==> src/hw/rtl/rtpv_pkg.sv <==
package rtpv_pkg;

	localparam int COORD_BITS_DEF = 16;
	localparam int FRAC_BITS_DEF  = 12;

	// Trig values are signed Q1.14
	localparam int TRIG_W    = 16;
	localparam int TRIG_FRAC = 14;
	localparam int TRIG_LAT  = 5;
	localparam int POLY_A    = 25736;
	localparam int POLY_B    = 10512;
	localparam int POLY_C    = 1160;

	localparam int CFG_IDX_W  = 8;
	localparam int CFG_DATA_W = 16;

	localparam logic [CFG_IDX_W-1:0] REG_ROTATION_ANGLE = 8'd0;
	localparam logic [CFG_IDX_W-1:0] REG_DEPTH_OFFSET   = 8'd1;

	localparam logic [15:0] DEPTH_OFFSET_RST = 16'd4096;

	typedef struct packed {
		logic valid;
		logic behind;
		logic neg_x;
		logic neg_y;
	} rtpv_ctl_t;

endpackage

==> src/hw/rtl/rtpv_trig.sv <==
module rtpv_trig
	import rtpv_pkg::*;
(
	input  logic                     clk,
	input  logic                     arst_n,
	input  logic [15:0]              phase,
	output logic signed [TRIG_W-1:0] sine
);

	logic [1:0]  quad;
	logic [13:0] r;
	logic [14:0] u;
	logic [29:0] uu;

	logic [14:0] u_s1, u_s2, u_s3;
	logic [15:0] u2_s1, u2_s2;
	logic [3:0]  neg_q;
	logic [13:0] t1_s2;
	logic [14:0] t2_s3;
	logic [15:0] f_s4;

	logic [29:0] p2, p3, p4;

	assign quad = phase[15:14];
	assign r    = phase[13:0];
	assign u    = quad[0] ? (15'd16384 - 15'(r)) : 15'(r);
	assign uu   = 30'(u) * 30'(u);
	assign p2   = 30'(u2_s1) * 30'(POLY_C);
	assign p3   = 30'(u2_s2) * 30'(t1_s2);
	assign p4   = 30'(u_s3) * 30'(t2_s3);

	always_ff @(posedge clk or negedge arst_n) begin
		if (!arst_n) begin
			neg_q <= '0;
		end else begin
			neg_q <= {neg_q[2:0], quad[1]};
		end
	end

	always_ff @(posedge clk) begin
		u_s1  <= u;
		u2_s1 <= uu[29:14];
		u_s2  <= u_s1;
		u2_s2 <= u2_s1;
		t1_s2 <= 14'(POLY_B) - p2[27:14];
		u_s3  <= u_s2;
		t2_s3 <= 15'(POLY_A) - p3[28:14];
		f_s4  <= p4[29:14];
		sine  <= neg_q[3] ? -$signed(f_s4) : $signed(f_s4);
	end

endmodule

==> config.mk <==
export PLATFORM = sky130hd
export DESIGN_NAME = rtpv_trig
export DESIGN_NICKNAME = d
export VERILOG_FILES = /design/src/hw/rtl/rtpv_pkg.sv /design/src/hw/rtl/rtpv_trig.sv
export SDC_FILE = /design/constraint.sdc
export NUM_CORES = 2
export LEC_CHECK = 0
export ABC_AREA = 0
export ABC_CLOCK_PERIOD_IN_PS = 8700
export BUFFER_PORTS_ARGS = -buffer_cell sky130_fd_sc_hd__clkbuf_2
export CAP_MARGIN = 20
export CORE_MARGIN = 2
export CORE_UTILIZATION = 55
export DETAILED_ROUTE_END_ITERATION = 8
export GPL_ROUTABILITY_DRIVEN = 1
export GPL_TIMING_DRIVEN = 0
export PLACE_DENSITY = 0.71
export RECOVER_POWER = 25
export SLEW_MARGIN = 5
export SYNTH_ARGS = -nofsm -noshare
export SYNTH_HDL_FRONTEND = slang
export SYNTH_SLANG_ARGS = --single-unit
==> constraint.sdc <==
create_clock -name clk -period 8.7 [get_ports clk]
set_input_delay 1.74 -clock clk [delete_from_list [all_inputs] [get_ports clk]]
set_output_delay 1.74 -clock clk [all_outputs]
set_load 0.005 [all_outputs]
# Yosys cells after proc, flatten, opt, wreduce, memory -nomap -nowiden
# Index checks and enable logic that the tools add are counted.
[classes]
reduce_logical = 0
n_div = 0
addsub = 4
shifts = 0
bitwise_logic = 0
n_eq_ne = 0
multipliers = 4
magnitude_cmp = 0
muxes = 2
[op_table]
columns = ["operator", "count"]
rows = [
  ["$mul A15 B15 Y30", 2],
  ["$mul A16 B14 Y29", 1],
  ["$mul A16 B8 Y24 const B", 1],
  ["$mux W16", 1],
  ["$neg A16 Y16", 1],
  ["$mux W15", 1],
  ["$sub A15 B14 Y15 const A", 1],
  ["$sub A15 B15 Y15 const A", 1],
  ["$sub A14 B13 Y14 const A", 1],
]
[totals]
latchBits = 0
regBits = 142
out_inout_bits = 16
mem_count = 0
romBits = 0
ramBits = 0

# Longest topological paths before layout
[logic_depth]
word_depth = 3
depth_mapped = 32

# Worst setup path after synthesis
# Ideal clock, no wire load.
[synth_path]
path_kind = "input -> register"
start = "input port phase[0]"
end = "register u2_s1[14]"
t_arrival_ps = 9215
cell_stages = 29
t_required_ps = 8628
path_slack_ps = -587
path_buffers = 1
setup_time_ps = 72
path_cell_list = "clkbuf_1 inv_1 ha_1 nand2_1 or3_1 nand2b_1 and2_1 xnor2_1 clkinv_1 nand2_1 fa_1 fa_1 inv_1 fa_1 inv_1 fa_1 inv_1 fa_1 fa_1 ha_1 a2111oi_0 o21ai_0 o22ai_1 a311oi_1 o2111ai_1 a21oi_1 or4_1 a21oi_1 xnor2_1"
[synth_via]
elab_chain_cells = 3
[synth_rtl]
columns = ["element", "line_no", "source"]
rows = [
  ["start, declared", "rtpv_trig.sv:6", "input logic [15:0] phase,"],
  ["$sub A15 B14 Y15", "rtpv_trig.sv:26", "assign u = quad[0] ? (15'd16384 - 15'(r)) : 15'(r);"],
  ["$mux W15 (*)", "rtpv_trig.sv:26", ""],
  ["$mul A15 B15 Y30 (*)", "rtpv_trig.sv:27", "assign uu = 30'(u) * 30'(u);"],
  ["named net uu[28]", "rtpv_trig.sv:13", "logic [29:0] uu;"],
  ["end signal, assigned", "rtpv_trig.sv:42", "u2_s1 <= uu[29:14];"],
  ["end, declared", "rtpv_trig.sv:16", "logic [15:0] u2_s1, u2_s2;"],
]
# The timed path passes the listed nets; every way through them passes the cells marked *.

# Final worst setup path
[layout_path]
start = "input port phase[0]"
end = "register u2_s1[15]"
# The elaborated chain is that of the path after synthesis.

==> qor.txt <==
Run status = finished clean
Hold crit path type = flip-flop to flip-flop
Type of the setup path with the least slack = primary input to flip-flop
Starting density of the core = 55.9%
Share of synthesized area occupied by flip-flops and latches = 11.5%
Proportion of layout cells with a drive suffix above 1 = 5.86%
Number of placed cells counting well taps = 3302
TritonCTS sink count = 142
Number of primary I/O pins = 34
Total area of multi-input combinational cells = 0.0198 mm^2
Drt wl/cell = 16.5 um
Slowest library cell on the worst path = sky130_fd_sc_hd__fa_1
Crit start category = primary input
Main synth FF type = sky130_fd_sc_hd__dfxtp_1
Endpoint of the most critical register-to-register path = t2_s3[14]$_DFF_P_
DR pass1 iterations = 5
Max Buffers Root-to-Sink = 2
Post-synthesis async set-or-reset flop share = 2.82%
Clock latency on the worst-skew pair = 0.45 ns
Number of cells on the worst reg-to-reg path = 24
Count of flip-flops with a built-in enable after synthesis = 0
Number of I/O port buffers = 33
Worst path max stage delay = 0.59 ns
Final Max Slew Viols = 0
Worst slack at placement = -1.47 ns
Final ANT Viol Nets = 0
Fmax = 0.115 GHz
Synth unique cells = 79
Setup WS post-layout = 0.0210 ns
Number of register bits inferred by synthesis = 142
Reg-to-Reg Start = t1_s2[7]$_DFF_P_
Antenna violations before repair = 0
Worst slack on hold paths = 0.314 ns
Crit path DAT = 9.00 ns
Commonest non-fill, non-tap cell in the layout = sky130_fd_sc_hd__inv_1
Area taken by flip-flops and latches = 0.00286 mm^2
CP Max Fanout = 4
CTS Root Buffer Type = sky130_fd_sc_hd__clkbuf_16
Clock slew at the register clock pins of the worst setup and hold paths = 0.07 ns
Ant diodes = 0
Nets@finish = 3566
Total DRC errors in the routed layout = 0
Routed vias/inst = 5.32
Start point of the worst min-delay path = u_s1[6]$_DFF_P_
Number of maximum-capacitance violations = 0
Post-layout min period = 8.68 ns
Req. time, crit path = 9.02 ns
RD Place Congestion = 0.893
Clock skew = 0.0178 ns
Top library cells by usage in the layout, fill and taps aside = sky130_fd_sc_hd__inv_1, sky130_fd_sc_hd__fa_1, sky130_fd_sc_hd__nand2_1
Leading post-synthesis cells by cell area = sky130_fd_sc_hd__fa_1, sky130_fd_sc_hd__ha_1, sky130_fd_sc_hd__dfxtp_1
Share of the synthesized area in the top cell type = 38.1%
Final HPWL DP = 45.4 mm
Hold Buf Count CTS = 0
Via count of the routed design = 17878
Hold violation total from the final report = 0
Wire length after detailed routing = 55.4 mm
Crit end category = flip-flop
Cell mode on critical path = sky130_fd_sc_hd__fa_1
Number of CTS-inserted buffers = 17
Final setup vio count = 0
H-tree level count = 4
Standard-cell row count = 77
Core box area = 0.0444 mm^2
Die outline width = 216 um
Fillers = 3712
Library cell with the largest summed area after synthesis = sky130_fd_sc_hd__fa_1
Gr ovfl total = 0
CTS tree = done
Die Area = 0.0469 mm^2
Number of warnings reported in the yosys synthesis log = 0
Synth Cell Area = 0.0248 mm^2
Setup repair after global routing missed its margin = true
Worst max-slew margin expressed relative to the limit = 25.1%
Maximum number of pins on one net before global-route repair = 17
Hold path endpoint = u_s2[6]$_DFF_P_
Vertical extent of the die = 216 um
Global-route wire length before repair = 94.6 mm
Fraction of the cycle the final worst path needs = 99.8%
Filler-free cell count of the finished design = 3358
Synth Area per Inst = 9.30 um^2
Via count of the first global-routing pass = 19558
Count of cells along the worst hold path = 0
Cell count after synthesis = 2670
Initial detailed-routing violation count = 1026
Minimum setup slack among reg-to-reg paths = 0.74 ns
Total Routing Usage GR = 25.2%
Worst Tran Pin Value = 1.12 ns
Area growth from synthesis to final layout = 8.82%
cell type report:
class | count | area share (%)
buffer | 75 | 1.14
clock buffer | 20 | 1.65
clock inverter | 12 | 0.764
inverter | 585 | 8.26
multi-input combinational | 1873 | 73.3
sequential | 142 | 10.6
tap | 592 | 2.74
timing repair buffer | 59 | 1.56
cells in the mapped netlist (all sizes together), types with 7 or more instances:
cell	count
a21o	18
a21oi	50
and2	189
and3	9
clkbuf	75
dfxtp	138
fa	472
ha	323
inv	581
nand2	365
nand2b	7
nand3	15
nand4	8
nor2	93
nor2b	13
nor3	26
o21a	21
o21ai	36
o31ai	8
or3	10
xnor2	69
xor2	36
worst max path at each step:
stage	startpoint	end	slack, ns	depth (start not counted)
4_1_cts	phase[0]	u2_s1[15]$_DFF_P_	-0.02	32
5_1_grt	phase[0]	u2_s1[15]$_DFF_P_	-0.29	30
3_3_place_gp	phase[0]	u2_s1[15]$_DFF_P_	-1.29	32
6_report	phase[0]	u2_s1[15]$_DFF_P_	0.02	30
3_5_place_dp	phase[0]	u2_s1[15]$_DFF_P_	-1.47	32
2_1_floorplan	phase[0]	u2_s1[15]$_DFF_P_	-0.12	28
routing by layer:
layer	up-vias	wire length, um	global-route usage (%)	part of all wire, %
met2	552	27700	44.5	50
li1	8287	-	-	-
met3	105	3160	3.45	5.7
met1	8934	23200	32.1	42
met5	-	0	0	0
met4	0	1400	8.04	2.5
state kept, by name, summed over array words and instances (netlist names):
signal and flops:
f_s4 16, neg_q 4, sine 16, t1_s2 14, t2_s3 15, u2_s1 16
u2_s2 16, u_s1 15, u_s2 15, u_s3 15
repair_timing:
action | 4_1_cts | 5_1_grt
pin swaps | 20 | 30
resized for setup | 47 | 38
buffers inserted | 16 | 11
endpoints found under the setup margin | 16 | 10
hold endpoints to repair | 0 | 0
through the flow:
step	util, %	instance area [um^2]	setup TNS, ns
6_report	60.8	27000	0
5_1_grt	60.8	27000	-0.862
4_1_cts	60.5	26900	-0.0238
3_5_place_dp	58.2	25800	-15.19
3_3_place_gp	58.2	25800	-12.48
2_1_floorplan	-	24900	-0.200
critical path, delay by kind of cell:
family,cells,cell delay [ns]
adders and majority gates,7,3.36
and+or+nand+nor,6,1.40
muxes,1,0.16
buffers and inverters,8,0.64
AOI/OAI and AO/OA,7,1.53
xor gates and xnor gates,1,0.16
logic make-up after synthesis:
logic type / count (synthesis) / share of synthesized area (%)
multiplexers: 4 / 0.181
adder cells (fa/ha/maj): 796 / 54.4
other: 2 / 0.0302
AO/OA/AOI/OAI: 199 / 5.60
buffers and inverters: 662 / 10.0
XOR/XNOR: 105 / 3.76
flip-flops: 142 / 11.5
AND/OR/NAND/NOR: 760 / 14.5
Power is left out: the tool's default activity adds up to more than one toggle a clock period on the data nets, which glitch-free logic cannot reach.
