<file path="src/hw/rtl/rtpv_pkg.sv">
package rtpv_pkg;

	localparam int COORD_BITS_DEF = 16;
	localparam int FRAC_BITS_DEF  = 12;

	// Trig values are signed Q1.14
	localparam int TRIG_W    = 16;
	localparam int TRIG_FRAC = 14;
	localparam int TRIG_LAT  = 5;
	localparam int POLY_A    = 25736;
	localparam int POLY_B    = 10512;
	localparam int POLY_C    = 1160;

	localparam int CFG_IDX_W  = 8;
	localparam int CFG_DATA_W = 16;

	localparam logic [CFG_IDX_W-1:0] REG_ROTATION_ANGLE = 8'd0;
	localparam logic [CFG_IDX_W-1:0] REG_DEPTH_OFFSET   = 8'd1;

	localparam logic [15:0] DEPTH_OFFSET_RST = 16'd4096;

	typedef struct packed {
		logic valid;
		logic behind;
		logic neg_x;
		logic neg_y;
	} rtpv_ctl_t;

endpackage

</file>
<file path="src/hw/rtl/rtpv_div_cell.sv">
module rtpv_div_cell
	import rtpv_pkg::*;
#(
	parameter int NW = 31,
	parameter int DW = 20,
	parameter int QW = 17,
	parameter int CW = 40,
	parameter int CB = 16,
	parameter int K  = 0
) (
	input  logic            clk,
	input  logic            arst_n,
	input  logic            en,
	input  rtpv_ctl_t       ctl_in,
	input  logic [NW-1:0]   rx_in,
	input  logic [NW-1:0]   ry_in,
	input  logic [DW-1:0]   den_in,
	input  logic [QW-1:0]   qx_in,
	input  logic [QW-1:0]   qy_in,
	input  logic [CB-1:0]   depth_in,
	output rtpv_ctl_t       ctl_out,
	output logic [NW-1:0]   rx_out,
	output logic [NW-1:0]   ry_out,
	output logic [DW-1:0]   den_out,
	output logic [QW-1:0]   qx_out,
	output logic [QW-1:0]   qy_out,
	output logic [CB-1:0]   depth_out
);

	logic [CW-1:0] dsh, ex, ey, sx, sy;
	logic          gx, gy;

	assign dsh = CW'(den_in) << K;
	assign ex  = CW'(rx_in);
	assign ey  = CW'(ry_in);
	assign gx  = ex >= dsh;
	assign gy  = ey >= dsh;
	assign sx  = ex - dsh;
	assign sy  = ey - dsh;

	always_ff @(posedge clk or negedge arst_n) begin
		if (!arst_n) begin
			ctl_out <= '0;
		end else if (en) begin
			ctl_out <= ctl_in;
		end
	end

	always_ff @(posedge clk) begin
		if (en) begin
			rx_out    <= gx ? NW'(sx) : rx_in;
			ry_out    <= gy ? NW'(sy) : ry_in;
			qx_out    <= qx_in | (QW'(gx) << K);
			qy_out    <= qy_in | (QW'(gy) << K);
			den_out   <= den_in;
			depth_out <= depth_in;
		end
	end

endmodule

</file>
<file path="config.mk">
export PLATFORM = sky130hd
export DESIGN_NAME = rtpv_div_cell
export DESIGN_NICKNAME = d
export VERILOG_FILES = /design/src/hw/rtl/rtpv_pkg.sv /design/src/hw/rtl/rtpv_div_cell.sv
export SDC_FILE = /design/constraint.sdc
export NUM_CORES = 1
export LEC_CHECK = 0
export BUFFER_PORTS_ARGS = -buffer_cell sky130_fd_sc_hd__buf_2
export CORE_MARGIN = 1
export CORE_UTILIZATION = 45
export CTS_CLUSTER_SIZE = 16
export DETAILED_ROUTE_END_ITERATION = 10
export PLACE_DENSITY = 0.79
export SLEW_MARGIN = 25
export SYNTH_ARGS = -nofsm -noshare
export SYNTH_HDL_FRONTEND = slang
export SYNTH_SLANG_ARGS = --single-unit
</file>
<file path="constraint.sdc">
create_clock -name clk -period 1.4 [get_ports clk]
set_input_delay 0.42 -clock clk [delete_from_list [all_inputs] [get_ports clk]]
set_output_delay 0.42 -clock clk [all_outputs]
set_load 0.01 [all_outputs]
</file>
; ---- Yosys cells after proc, flatten, opt, wreduce, memory -nomap -nowiden
; Cells that the tools add are included.
[totals]
register_bits = 136
out_inout_bits = 136
inputBits = 139
[op_classes]
mux = 2
add_sub_neg = 2
n_bitwise = 2
magnitude_cmp = 2
[op_table]
columns = op, n
row1 = greater-or-equal comparator 31 x 20 -> 1 bit, 2
row2 = two-way mux 31 bit, 2
row3 = subtractor 31 x 20 -> 31 bit, 2
row4 = OR 17 x 1 -> 17 bit, 2

; ---- Depth between registers and ports, before layout
; Gate-level depths: netlist (run 1).
[logic_depth]
depth_word = 2
depth_mapped = 12
mapped_depth_nobuf = 10

; ---- Worst setup path after synthesis (run 1)
; No wires, ideal clock.
[synth_path]
path_type = input to register
from = in den_in[14]
to = reg rx_out[4] (data pin)
required_time_ns = 1.138
n_path_buf = 3
cell_stages = 11
setup_time_ns = 0.262
setup_slack_ns = -1.497
arrival_ns = 2.635
cell_sequence = inv_1 -> ha_1 -> clkbuf_1 -> and4_1 -> nand3_1 -> or4_1 -> nand2_1 -> a211oi_1 -> buf_6 -> buf_6 -> mux2_1
[synth_via]
elab_chain_len = 2
[synth_rtl]
columns = item, line_no
row1 = start: declaration, rtpv_div_cell.sv:17  ; input logic [DW-1:0] den_in,
row2 = greater-or-equal comparator 31 x 20 -> 1 bit, rtpv_div_cell.sv:36  ; assign gx = ex >= dsh;
row3 = two-way mux 31 bit, rtpv_div_cell.sv:51  ; rx_out <= gx ? NW'(sx) : rx_in;
row4 = end signal: assignment, rtpv_div_cell.sv:51
row5 = end: declaration, rtpv_div_cell.sv:22  ; output logic [NW-1:0] rx_out,
; No other way between the ends.
; A chain may end at the register's enable or synchronous reset.

; ---- Final worst setup path (run 1)
[layout_path]
from = in rx_in[27]
to = reg rx_out[28] (data pin)
[layout_via]
elab_chain_len = 2
elab_cells_between_ends = 3
classes_between = 1 x add/sub / 1 x order compare / 1 x mux
[layout_rtl]
columns = item, line_no
row1 = start: declaration, rtpv_div_cell.sv:15  ; input logic [NW-1:0] rx_in,
row2 = subtractor 31 x 20 -> 31 bit / greater-or-equal comparator 31 x 20 -> 1 bit (equally long branches), "rtpv_div_cell.sv:38, rtpv_div_cell.sv:36"
row3 = two-way mux 31 bit (*), rtpv_div_cell.sv:51
; Mark *: on every way between the ends. The rest lies on a longest branch, timed or not.

==> metrics.yaml, run 1 <==
status:
  status: "finished with violations"
  violations: "negative setup slack"
cts:
  cts_buffer_depth: 2
  cts_tree: "done"
  clk_pin_slew_ns: 0.06
  clockRootBuffer: "clkbuf_16"
  htreeDepth: 4
  clk_latency_ns: 0.42
  cts_made_buffers: 17
  numClockSinks: 136
timing:
  slew-limit-headroom_pct: 58.0
  fmax_ghz: 0.377
  skew_ns: 0
  worstMarginPinSlew_ns: 0.626
  finalCritPeriodShare_pct: 189
  whs_ns: 0.170
  hold_viol: 0
  setup_ws_ns: -1.25
  setup_violations: 67
  drv_slew: 0
  rsz0062_at_grt: "true"
  min_period_ns: 2.65
logic_synthesis:
  synth_area_leaders: "edfxtp_1, ha_1, xor2_1"
  synth_edf_count: 132
  synthCells: 655
  yosys_warnings: 0
  synthesis.nets: 836
  synth.top_cell.area_share_pct: 53.1
  synth_cell_types: 65
  synth_ff_type: "edfxtp_1"
  yosys.area.top_type: "edfxtp_1"
  syn_area_um2: 7460
  ys_seq_elements: 136
  async_reset_ff_share_pct: 2.94
  synth_seq_area_share_pct: 54.4
  syn_area_per_cell_um2: 11.4
min_path:
  whs_path_depth: 1
  hold_start: "depth_in[6]"
  hp-class: "in -> reg"
  min_to: "depth_out[6]$_DFFE_PP_"
routing:
  viasPerCell: 5.61
  antenna_left: 0
  dr_total_vias: 8031
  drt_wl_total_um: 29900
  route.detailed.drc: 0
  first_pass_iters: 5
  drt_iter0_drc: 578
  routedWlPerCell_um: 20.9
grt:
  antenna_found_initial: 2
  grt_max_degree: 55
  overflow: 0
  grt_pass1_wl_um: 40700
  first_global_vias: 7901
  grt_use_total_pct: 32.0
critical_path:
  worst_ep_arrival_time_ns: 2.82
  cp-end-kind: "flop"
  startpoint: "rx_in[27]"
  r2r-start: "ctl_out[2]$_DFFE_PN0P_"
  critPathMaxFanout: 8
  timing.rr.end: "ctl_out[2]$_DFFE_PN0P_"
  critPathRequiredTime_ns: 1.57
  critPathKind: "in -> reg"
  r2r_cells: 1
  startpoint_type: "input pin"
  rrSetupSlack_ns: 0.63
floorplanning:
  rows: 46
  die_w_um: 131
  floorplan.initialDensity_pct: 46.5
  dieArea_um2: 17100
  die_h_um: 131
  coreArea_um2: 16100
  ios: 275
power_and_ir_drop:
  vdd_ir_drop_max_mv: 0.905
  power_uw: 14100
  cellLeakagePower_uw: 0.00582
  power_density_nw_per_um2: 1060
cells_and_area:
  synthToLayoutAreaGrowth_pct: 79.0
  final_common_cell: "buf_2"
  utilization_pct: 83.2
  final_cell_mix: "buf_2, buf_4, edfxtp_1, nand2_1, buf_6"
  final_nets: 1381
  drive_gt1_share_pct: 63.6
  n_fill_cell: 822
placement:
  gp_congestion: 0.892
  io_buffers: 274
  post-place-ws_ns: -1.89
  dp_hpwl_um: 18400
job:
  cap_violations: 0
layout make-up:
type	instances	area, um^2	area share [%]
Multi-Input combinational cell	463	4420	33.1
Sequential cell	136	4060	30.4
Timing Repair Buffer	551	3800	28.4
Clock buffer	18	429	3.21
Tap cell	216	270	2.02
Clock inverter	14	211	1.58
Inverter	31	160	1.20
Antenna cell	2	5.00	0.0374
flip-flops by register name (all words and copies together) (netlist names):
register / count
qy_out: 17
ctl_out: 4
qx_out: 17
depth_out: 16
ry_out: 31
rx_out: 31
den_out: 20
cell usage after synthesis, drive strengths merged (5+ instances only):
| cell type | number |
|---|---|
| a211oi | 6 |
| a21boi | 5 |
| a21o | 19 |
| a21oi | 32 |
| a31oi | 8 |
| buf | 5 |
| clkbuf | 20 |
| edfxtp | 132 |
| ha | 40 |
| inv | 30 |
| mux2 | 8 |
| nand2 | 63 |
| nand2b | 9 |
| nand3 | 15 |
| nand4 | 9 |
| nor2 | 29 |
| nor2b | 6 |
| nor3 | 17 |
| nor4 | 8 |
| nor4b | 5 |
| o211ai | 5 |
| o21a | 7 |
| o21ai | 52 |
| o31ai | 8 |
| or3 | 9 |
| xnor2 | 19 |
| xor2 | 30 |
worst max path at each step:
stage,end,slack [ns],depth (start not counted)
after detailed placement,rx_out[18]$_DFFE_PP_,-1.89,11
after CTS,rx_out[28]$_DFFE_PP_,-1.21,11
after global placement,rx_out[18]$_DFFE_PP_,-1.82,11
after floorplan,rx_out[4]$_DFFE_PP_,-1.31,8
after global routing,rx_out[28]$_DFFE_PP_,-1.29,11
final,rx_out[28]$_DFFE_PP_,-1.25,11
metal layers:
metal	up-vias	wire [um]	global-route usage, %
met2	457	15800	59.6
met5	-	0	0
li1	3580	-	-
met1	3868	10300	33.2
met4	0	1610	19.3
met3	126	2220	6.19
timing repair:
item	4_1_cts	5_1_grt
pin swaps	75	66
cloned	2	0
endpoints found under the setup margin	70	85
hold endpoints to repair	4	0
gates resized for setup	165	109
hold buffers	1	0
buffers inserted	42	16
report_power, final:
| part | internal, uW | total, uW | switching (uW) |
|---|---|---|---|
| clock | 3040 | 5000 | 1950 |
| combinational | 1970 | 4030 | 2060 |
| sequential | 4990 | 5110 | 117 |
| total | 10000 | 14100 | 4130 |
stage by stage:
stage / cell area (um^2) / TNS (ns) / std cells
6_report: 13400 / -66.44 / 1431
5_1_grt: 13400 / -69.21 / 1431
4_1_cts: 12800 / -61.97 / 1419
3_5_place_dp: 11000 / -107.51 / 1343
3_3_place_gp: 11000 / -103.73 / 1343
2_1_floorplan: 7800 / -69.40 / 655
critical path: stages:
cell and delay, ns:
buf_6 0.10, or3_4 0.39, buf_6 0.13, or4_4 0.52, or4_4 0.45, nand2_4 0.11
a211oi_4 0.05, buf_12 0.15, buf_6 0.12, nor4_4 0.27, xor2_1 0.10
cell families after synthesis:
group | synth area share [%]
buffers and inverters | 3.07
multiplexers | 1.74
XOR/XNOR | 5.75
adder cells (fa/ha/maj) | 7.24
AO/OA/AOI/OAI | 14.1
flip-flops | 54.4
AND/OR/NAND/NOR | 13.6
(Power assumes the default switching activity.)
==> inputs of run 2 (changes only) <==
BUFFER_PORTS_ARGS = -buffer_cell sky130_fd_sc_hd__buf_4   (was -buffer_cell sky130_fd_sc_hd__buf_2)
GPL_TIMING_DRIVEN = 0   (was not set)
==> run 2 against run 1 <==
The flow still finishes with violations (negative setup slack). Non-clock buffer count decreased by 171. Core utilization shrank 2.4 points. First-iteration DRC count grew 14%. Critical path depth rose by 3. Sequential share of layout area is 0.89 points higher. Global-route usage decreased by 0.29 points. Highest routed layer unchanged.
==> metrics.yaml, run 2 (synthesis gave the netlist of run 1 again) <==
status:
  status: "finished with violations"
  violations: "negative setup slack"
cts:
  htreeDepth: 4
  cts_buffer_depth: 2
  cts_tree: "done"
  clockRootBuffer: "clkbuf_16"
  clk_pin_slew_ns: 0.07
  clk_latency_ns: 0.42
  cts_made_buffers: 17
  numClockSinks: 136
timing:
  setup_ws_ns: -1.21
  drv_slew: 0
  slew-limit-headroom_pct: 61.3
  hold_viol: 0
  worstMarginPinSlew_ns: 0.580
  setup_violations: 66
  skew_ns: 0
  fmax_ghz: 0.384
  min_period_ns: 2.61
  whs_ns: 0.167
  rsz0062_at_grt: "true"
  tns_ns: -69.85
  finalCritPeriodShare_pct: 186
critical_path:
  worst_ep_arrival_time_ns: 2.79
  cp-end-kind: "flop"
  critPathMaxFanout: 5
  r2r-start: "ctl_out[3]$_DFFE_PN0P_"
  timing.rr.end: "ctl_out[3]$_DFFE_PN0P_"
  critPathKind: "in -> reg"
  rrSetupSlack_ns: 0.62
  startpoint_type: "input pin"
  cp-endpoint: "ry_out[1]$_DFFE_PP_"
  critPathRequiredTime_ns: 1.58
  startpoint: "den_in[4]"
  r2r_cells: 1
floorplanning:
  dieArea_um2: 17100
  rows: 46
  die_w_um: 131
  floorplan.initialDensity_pct: 46.5
  coreArea_um2: 16100
  ios: 275
  die_h_um: 131
routing:
  drt_wl_total_um: 29000
  first_pass_iters: 7
  dr_total_vias: 7378
  viasPerCell: 5.86
  routedWlPerCell_um: 23.0
  antenna_left: 0
  route.detailed.drc: 0
  drt_iter0_drc: 658
power_and_ir_drop:
  cellLeakagePower_uw: 0.00531
  power_density_nw_per_um2: 1020
  vdd_ir_drop_max_mv: 0.963
grt:
  grtUsageMet1_pct: 34.5
  grt_max_degree: 85
  antenna_found_initial: 0
  overflow: 0
  met3_usage_pct: 8.39
  global_route.peak_usage_layer: "met2"
  grt_pass1_wl_um: 39600
  first_global_vias: 7159
  met2_usage_pct: 55.5
  grt_use_total_pct: 31.7
placement:
  post-place-ws_ns: -1.71
  io_buffers: 273
  dp_hpwl_um: 16900
  gp_congestion: 0.901
  dpl_cell_area_um2: 10200
cells_and_area:
  synthToLayoutAreaGrowth_pct: 74.0
  postLayoutCellArea_um2: 13000
  diodes: 0
  final_common_cell: "buf_4"
  multiInputGateArea_um2: 4520
  final_nets: 1210
  final_cell_mix: "buf_4, edfxtp_1, buf_6, o21ai_2, xor2_1"
  reg_top3: "rx_out x31, ry_out x31, den_out x20"
  seq_area_um2: 4060
  n_fill_cell: 872
  drive_gt1_share_pct: 58.9
job:
  cap_violations: 0
min_path:
  hp-class: "in -> reg"
[run 2: worst max-delay path, cell delays in order]
cell	delay, ns
buf_12	0.09
inv_12	0.03
buf_6	0.10
ha_4	0.24
a21o_1	0.18
or3_4	0.39
o211ai_1	0.28
buf_4	0.21
a31oi_4	0.12
a21boi_4	0.25
buf_6	0.16
buf_12	0.12
buf_12	0.12
o21ai_2	0.05
[run 2: worst min path at each step]
stage	from	to	slack, ns	cells past startpoint
after detailed placement	arst_n	ctl_out[3]$_DFFE_PN0P_	0.22	1
after CTS	qx_in[15]	qx_out[15]$_DFFE_PP_	0.16	1
final	depth_in[0]	depth_out[0]$_DFFE_PP_	0.17	1
after global routing	depth_in[13]	depth_out[13]$_DFFE_PP_	0.16	1
after floorplan	arst_n	ctl_out[0]$_DFFE_PN0P_	0.12	0
after global placement	arst_n	ctl_out[1]$_DFFE_PN0P_	0.22	1
[run 2: where the power goes]
group	switching (uW)	total [uW]	leakage, uW	internal [uW]
Combinational	1940	3880	0.00371	1940
Sequential	155	5150	0.00134	5000
Clock	1950	4270	0.000266	2330
[run 2: metal layers]
metal  part of all wire [%]  vias up
met2                     51      481
met3                    9.2      141
met1                     34     3528
met5                      0        -
met4                    6.1        0
li1                       -     3228
[run 2: what timing repair did]
| action | in CTS | in global routing |
|---|---|---|
| cloned | 7 | 0 |
| resized for setup | 216 | 131 |
| setup buffers | 65 | 20 |
| pin swaps | 93 | 62 |
| hold buffers | 1 | 0 |
| endpoints found under the hold margin | 4 | 0 |
| endpoints found under the setup margin | 72 | 103 |
[run 2: layout make-up]
type                       instances  area share (%)
multi-input combinational        463            34.8
sequential                       136            31.3
timing repair buffer             363            24.5
clock buffer                      17            3.28
tap                              216            2.08
buffer                            17            1.70
inverter                          31            1.38
clock inverter                    15           0.992
[run 2: stage by stage]
stage / cells / util (%) / total power, uW
finish: 1258 / 80.9 / 13300
global route: 1258 / 80.9 / 13800
CTS: 1245 / 77.1 / 12800
detailed placement: 1145 / 63.3 / 8070
global placement: 1144 / 63.0 / 8010
floorplan: 655 / - / 6660
